==> config.mk <==
export PLATFORM = sky130hd
export DESIGN_NAME = csrf_div_stage
export DESIGN_NICKNAME = d
export VERILOG_FILES = /design/src/sv/csrf_pkg.sv /design/src/sv/csrf_div_stage.sv
export SDC_FILE = /design/constraint.sdc
export NUM_CORES = 1
export LEC_CHECK = 0
export BUFFER_PORTS_ARGS = -buffer_cell sky130_fd_sc_hd__buf_2
export CAP_MARGIN = 20
export CORE_UTILIZATION = 30
export CTS_BUF_LIST = sky130_fd_sc_hd__clkbuf_2
export CTS_CLUSTER_SIZE = 16
export DETAILED_ROUTE_END_ITERATION = 12
export PLACE_DENSITY_LB_ADDON = 0.3
export SLEW_MARGIN = 10
export SYNTH_ARGS = -nofsm -noshare
export SYNTH_HDL_FRONTEND = slang
export SYNTH_SLANG_ARGS = --single-unit
export TNS_END_PERCENT = 50
==> constraint.sdc <==
create_clock -name clock -period 10.2 [get_ports clock]
set_clock_uncertainty 0.1 [all_clocks]
set_input_delay 2.04 -clock clock [delete_from_list [all_inputs] [get_ports clock]]
set_output_delay 2.04 -clock clock [all_outputs]
set_load 0.02 [all_outputs]
==> src/sv/csrf_pkg.sv <==
// Shared types, constants and helpers for the control and status register file.
package csrf_pkg;

   localparam int PADDR_ENTRIES_DEF = 64;
   localparam int PCFG_WORDS_DEF    = 8;

   localparam int DIV_STAGES  = 4;
   localparam int DIV_CHUNK   = 16;
   localparam int DIV_REM_W   = 5;
   localparam int DIV_NUM_W   = DIV_REM_W + DIV_CHUNK;
   localparam int DIV_SHIFT   = 26;
   localparam int DIV_PROD_W  = 43;
   localparam logic [DIV_PROD_W-1:0] DIV25_RECIP = 43'd2684355;
   localparam logic [DIV_NUM_W-1:0]  DIV25       = 21'd25;

   localparam int REQ_TDATA_W = 144;
   localparam int RSP_TDATA_W = 72;
   localparam int CSR_INDEX_W = 1;

   typedef enum logic [CSR_INDEX_W-1:0] {
      CFG_STATUS_VIEW_MASK = 1'b0,
      CFG_ISA              = 1'b1
   } cfg_index_type;

   typedef enum logic {
      OP_READ  = 1'b0,
      OP_WRITE = 1'b1
   } op_type;

   typedef struct packed {
      op_type      op;
      logic [11:0] addr;
      logic [63:0] wdata;
      logic [1:0]  mode;
      logic [63:0] steps;
   } item_type;

   typedef struct packed {
      item_type               item;
      logic [63:0]            quot;
      logic [DIV_REM_W-1:0]   rem;
   } stage_type;

   typedef struct packed {
      logic [63:0] mstatus;
      logic [63:0] medeleg;
      logic [63:0] mideleg;
      logic [63:0] mie;
      logic [63:0] mip;
      logic [63:0] mtvec;
      logic [63:0] mscratch;
      logic [63:0] mepc;
      logic [63:0] mcause;
      logic [63:0] mtval;
      logic [63:0] mcounteren;
      logic [63:0] menvcfg;
      logic [63:0] senvcfg;
      logic [63:0] stvec;
      logic [63:0] sscratch;
      logic [63:0] sepc;
      logic [63:0] scause;
      logic [63:0] stval;
      logic [63:0] satp;
      logic [63:0] scounteren;
      logic [7:0]  fcsr;
   } csr_state_type;

   // Quotient of a value below 25 * 2**16 by 25, by reciprocal multiply.
   function automatic logic [DIV_CHUNK-1:0] div25(input logic [DIV_NUM_W-1:0] v);
      logic [DIV_PROD_W-1:0] p;
      p = DIV_PROD_W'(v) * DIV25_RECIP;
      return p[DIV_SHIFT +: DIV_CHUNK];
   endfunction

endpackage

==> src/sv/csrf_div_stage.sv <==
// One pipeline stage of the time divider: one 16-bit digit of the step total / 100.
module csrf_div_stage #(
   parameter int STAGE = 0
) (
   input  logic                 clock,
   input  logic                 reset,
   input  logic                 advance,
   input  logic                 in_valid,
   input  csrf_pkg::stage_type  in_stage,
   output logic                 out_valid,
   output csrf_pkg::stage_type  out_stage
);
   import csrf_pkg::*;

   localparam int TOP_BIT = 63 - DIV_CHUNK * STAGE;

   logic [63:0]           scaled;
   logic [DIV_NUM_W-1:0]  num;
   logic [DIV_CHUNK-1:0]  q;
   logic [DIV_NUM_W-1:0]  r;
   stage_type             stage_in;
   stage_type             stage_ff;
   logic                  valid_ff;

   // divide by 4 first, then long division by 25 one digit per stage
   always_comb begin
      scaled         = {2'b00, in_stage.item.steps[63:2]};
      num            = {in_stage.rem, scaled[TOP_BIT -: DIV_CHUNK]};
      q              = div25(num);
      r              = num - DIV_NUM_W'(q) * DIV25;
      stage_in       = in_stage;
      stage_in.quot  = {in_stage.quot[63-DIV_CHUNK:0], q};
      stage_in.rem   = r[DIV_REM_W-1:0];
   end

   always_ff @(posedge clock) begin
      if (reset) begin
         valid_ff <= 1'b0;
      end else if (advance) begin
         valid_ff <= in_valid;
      end
   end

   always_ff @(posedge clock) begin
      if (advance) begin
         stage_ff <= stage_in;
      end
   end

   assign out_valid = valid_ff;
   assign out_stage = stage_ff;

endmodule

# Word-level counts from Yosys, hierarchy flattened
# Index checks and enable logic that the tools add are counted.
[classes]
addsub = 1
n_mul = 2
[op_table]
columns = ["op", "count"]
rows = [
  ["21-bit by 22-bit multiplier with 42-bit output, second input constant", 1],
  ["16-bit by 5-bit multiplier with 5-bit output, second input constant", 1],
  ["5-bit subtractor", 1],
]
[word_totals]
inputBits = 216
register_bits = 213
elab_cells = 11

# Longest topological paths before layout
[logic_depth]
word_depth = 3
depth_mapped = 32
ltp_nobuf = 32

# Worst setup path before layout
# Ideal clock, no wire load.
[synth_timing]
kind = "input -> register"
start = "in in_stage[122] (netlist name)"
end = "reg stage_ff, in the netlist out_stage[4], data pin"
slack_ps = 763
required_ps = 9832
arrival_ps = 9069
cell_stages = 30
setup_ps = 268
cell_sequence = "fa_1 -> inv_1 -> fa_1 -> fa_1 -> inv_1 -> fa_1 -> inv_1 -> fa_1 -> inv_1 -> fa_1 -> inv_1 -> fa_1 -> inv_1 -> ha_1 -> nand4_1 -> nor4_1 -> o2111ai_1 -> o21ai_1 -> o21ai_1 -> nand2b_1 -> xor2_1 -> ha_1 -> ha_1 -> inv_1 -> fa_1 -> a21o_1 -> a21oi_1 -> xnor2_1 -> xnor3_1 -> xnor3_1"
[synth_via]
elab_chain_len = 3
[synth_rtl]
columns = ["item", "line_no", "rtl"]
rows = [
  ["start: declaration", "csrf_div_stage.sv:9", "input csrf_pkg::stage_type in_stage,"],
  ["21-bit by 22-bit multiplier with 42-bit output", "csrf_pkg.sv:71", "p = DIV_PROD_W'(v) * DIV25_RECIP;"],
  ["net q[1]", "csrf_div_stage.sv:19", "logic [DIV_CHUNK-1:0] q;"],
  ["16-bit by 5-bit multiplier with 5-bit output", "csrf_div_stage.sv:30", "r = num - DIV_NUM_W'(q) * DIV25;"],
  ["5-bit subtractor", "csrf_div_stage.sv:30", ""],
  ["net r[4]", "csrf_div_stage.sv:20", "logic [DIV_NUM_W-1:0] r;"],
  ["end signal: assignment", "csrf_div_stage.sv:46", "stage_ff <= stage_in;"],
  ["end: declaration", "csrf_div_stage.sv:22", "stage_type stage_ff;"],
]
# The timed path passes the listed nets, and every way through them passes these cells.
# A chain may end at the register's enable or synchronous reset.

# Worst setup path after layout
# Ends and elaborated chain as after synthesis.

==> insert_results.sql <==
INSERT INTO impl_metrics (metric_group, metric, value, unit) VALUES
('drt', 'routed_via_density', '4.33', ''),
('global_route', 'grtUsageTotal', '18.5', '%'),
('clock_tree', 'cts-resized-gates', '0', ''),
('drt', 'detail_route.wirelength', '42.4', 'mm'),
('clock_tree', 'post_cts_setup_buffer_count', '0', ''),
('job', 'timing.max_cap.violations', '0', ''),
('sta', 'fin_crit', '9.10', 'ns'),
('layout', 'num-fill-cells', '4348', ''),
('die', 'core', '44400', 'um^2'),
('worst_setup_path', 'critical-path-max-stage-delay', '0.60', 'ns'),
('drt', 'num_vias', '8931', ''),
('drt', 'ant_nets', '0', ''),
('sta', 'slew_viol_final', '0', ''),
('clock_tree', 'clock_sink_count', '213', ''),
('sta', 'worst_slew_margin_rel', '34.3', '%'),
('logic_synthesis', 'synth_warnings', '0', ''),
('layout', 'final_layout_size_suffix_gt1_share', '36.2', '%'),
('clock_tree', 'h-tree-depth', '2', ''),
('clock_tree', 'tritoncts_clock_tree', 'built', ''),
('logic_synthesis', 'synth_async_sr_flop_share', '0', '%'),
('clock_tree', 'cts_inserted_buffers', '55', ''),
('worst_setup_path', 'timing_worst_setup_path_type', 'in -> reg', ''),
('worst_setup_path', 'kind_of_start_point_of_the_critical_path', 'input pin', ''),
('die', 'floorplan.initialDensity', '30.6', '%'),
('clock_tree', 'clkTransAtPathRegs', '0.10', 'ns'),
('global_route', 'first_global_vias', '9433', ''),
('global_route', 'pin_count_of_the_biggest_net_entering_global_routing', '75', ''),
('sta', 'finalHoldViolations', '0', ''),
('worst_setup_path', 'crit_path_max_fanout', '3', ''),
('global_route', 'grt_antenna_before_repair', '18', ''),
('clock_tree', 'postCtsHoldBufs', '0', ''),
('sta', 'grt_setup_unrepaired', 'no', ''),
('worst_hold_path', 'timing.hold.worst.class', 'reg -> reg', ''),
('clock_tree', 'clock_insertion_delay_worst_skew', '0.87', 'ns'),
('layout', 'numnets_final', '1977', ''),
('worst_setup_path', 'cp_slowest_cell', 'sky130_fd_sc_hd__fa_1', ''),
('logic_synthesis', 'synth_top_flop_cell', 'sky130_fd_sc_hd__edfxtp_1', ''),
('worst_setup_path', 'crit_required', '10.72', 'ns'),
('drt', 'routedWlPerCell', '20.5', 'um'),
('placed_design', 'port_buffers', '412', ''),
('logic_synthesis', 'netlist_instances', '937', ''),
('worst_setup_path', 'crit_top_cell', 'sky130_fd_sc_hd__fa_1', ''),
('logic_synthesis', 'synth-seq-cells', '213', ''),
('worst_setup_path', 'cp-end-kind', 'flip-flop', ''),
('sta', 'post-route-period-util', '89.3', '%'),
('layout', 'mostFrequentLayoutCells', 'sky130_fd_sc_hd__buf_2, sky130_fd_sc_hd__inv_1, sky130_fd_sc_hd__edfxtp_1', ''),
('die', 'io-pin-count', '429', ''),
('drt', 'route.detailed.drc', '0', ''),
('clock_tree', 'root_buffer', 'sky130_fd_sc_hd__clkbuf_2', ''),
('layout', 'multi_input_area', '6300', 'um^2'),
('sta', 'max_slew.worst_pin.slew', '0.985', 'ns'),
('sta', 'setup-violations-final', '0', ''),
('logic_synthesis', 'synth_cell_type_count', '53', ''),
('global_route', 'globalRoute.totalOverflow', '0', ''),
('drt', 'drt_pass1_iterations', '6', ''),
('logic_synthesis', 'synthesized_net_count', '1492', ''),
('sta', 'timing.fmax', '110', 'MHz'),
('logic_synthesis', 'post_synth.cell_area_avg', '14.5', 'um^2'),
('die', 'die_x', '215', 'um'),
('layout', 'regArea', '6390', 'um^2'),
('die', 'die_area', '46100', 'um^2'),
('worst_setup_path', 'worst-endpoint-arrival', '9.62', 'ns'),
('logic_synthesis', 'post_synth_instance_area', '13600', 'um^2'),
('layout', 'areaGrowthSynthToFinish', '25.3', '%'),
('sta', 'finalSetupTns', '0', 'ns'),
('die', 'die_height', '215', 'um'),
('drt', 'drt_first_iter_violations', '423', ''),
('logic_synthesis', 'synth.yosys.seq_area_share', '47.1', '%'),
('die', 'rows', '77', ''),
('global_route', 'grt_first_pass_wirelength', '61.8', 'mm'),
('placed_design', 'gp_congestion', '0.873', ''),
('placed_design', 'post-dp-hpwl', '35.7', 'mm'),
('logic_synthesis', 'synth_enable_flop_cells', '212', ''),
('outcome', 'outcome', 'finished, final reports clean', ''),
('layout', 'layout_commonest_cell', 'sky130_fd_sc_hd__buf_2', ''),
('clock_tree', 'maximum_clock_path_buffer_count', '3', ''),
('sta', 'fin_hold_ws', '0.436', 'ns');
stage by stage:
step | cell area (um^2) | setup slack, ns | cells | util, %
2_1_floorplan | 13600 | 0.763 | 937 | -
4_1_cts | 17000 | 1.14 | 2058 | 38.3
5_1_grt | 17000 | 0.745 | 2060 | 38.3
3_3_place_gp | 16500 | 0.124 | 1957 | 37.2
6_report | 17000 | 1.10 | 2061 | 38.3
3_5_place_dp | 16500 | 0.136 | 1957 | 37.2
layer usage:
layer | global-route usage [%] | vias up | part of all wire, %
li1 | - | 4152 | -
met1 | 21.4 | 4347 | 38
met2 | 33.0 | 323 | 51
met3 | 4.61 | 95 | 6.7
met4 | 6.17 | 14 | 3.3
met5 | 0 | - | 0.22
layout make-up:
class | instances | area share [%]
antenna | 3 | 0.0441
clock buffer | 78 | 2.30
clock inverter | 23 | 0.603
inverter | 237 | 5.23
multi-input combinational | 487 | 37.0
sequential | 213 | 37.6
tap | 592 | 4.36
timing repair buffer | 428 | 12.9
registers in the layout, indices dropped and copies added (netlist names):
name	flops
out_stage	212
out_valid	1
worst paths after layout:
path	cells after the start	slack (ns)	endpoint	startpoint
hold / removal	2	0.44	out_valid$_SDFFE_PP0P_	out_valid$_SDFFE_PP0P_
hold reg to reg	2	0.44	out_valid$_SDFFE_PP0P_	out_valid$_SDFFE_PP0P_
setup reg to reg	2	9.50	out_valid$_SDFFE_PP0P_	out_valid$_SDFFE_PP0P_
setup / recovery	31	1.10	out_stage[4]$_DFFE_PP_	in_stage[122]
cells in the mapped netlist (all sizes together) (2+ instances only):
cell      n  area share [%]
or3       2           0.092
a211oi    3            0.24
o211ai    3            0.20
inv     237             6.6
or2       6            0.28
o21a      3            0.17
a21o      8            0.51
nor2     14            0.39
xnor3     2            0.33
xnor2    19             1.2
a31oi     4            0.23
a311oi    2            0.18
ha      204              19
and2      3            0.14
mux2i     2            0.15
a21oi    15            0.58
nor3      4            0.18
and3      4            0.19
o21ai    10            0.37
edfxtp  212              47
nand3     3            0.11
xor2      6            0.39
o21bai    2            0.14
nand4     5            0.23
fa      135              20
a211o     2            0.13
nand2    13            0.36
cell families after synthesis:
| logic type | after synthesis | synth area share [%] |
|---|---|---|
| AOI/OAI and AO/OA | 60 | 3.33 |
| xor gates and xnor gates | 27 | 1.95 |
| adders and majority gates | 339 | 38.7 |
| buffers and inverters | 237 | 6.55 |
| DFF | 213 | 47.1 |
| muxes | 3 | 0.230 |
| and+or+nand+nor | 58 | 2.18 |
critical path: cells and delay by family:
family                   cells  cell delay (ns)
buffers and inverters        8             0.51
XOR/XNOR                     4             0.88
AO/OA/AOI/OAI                5             0.80
adder cells (fa/ha/maj)     11             4.90
AND/OR/NAND/NOR              3             0.48
Power is left out: the tool's default activity adds up to more than one toggle a clock period on the data nets, which glitch-free logic cannot reach.
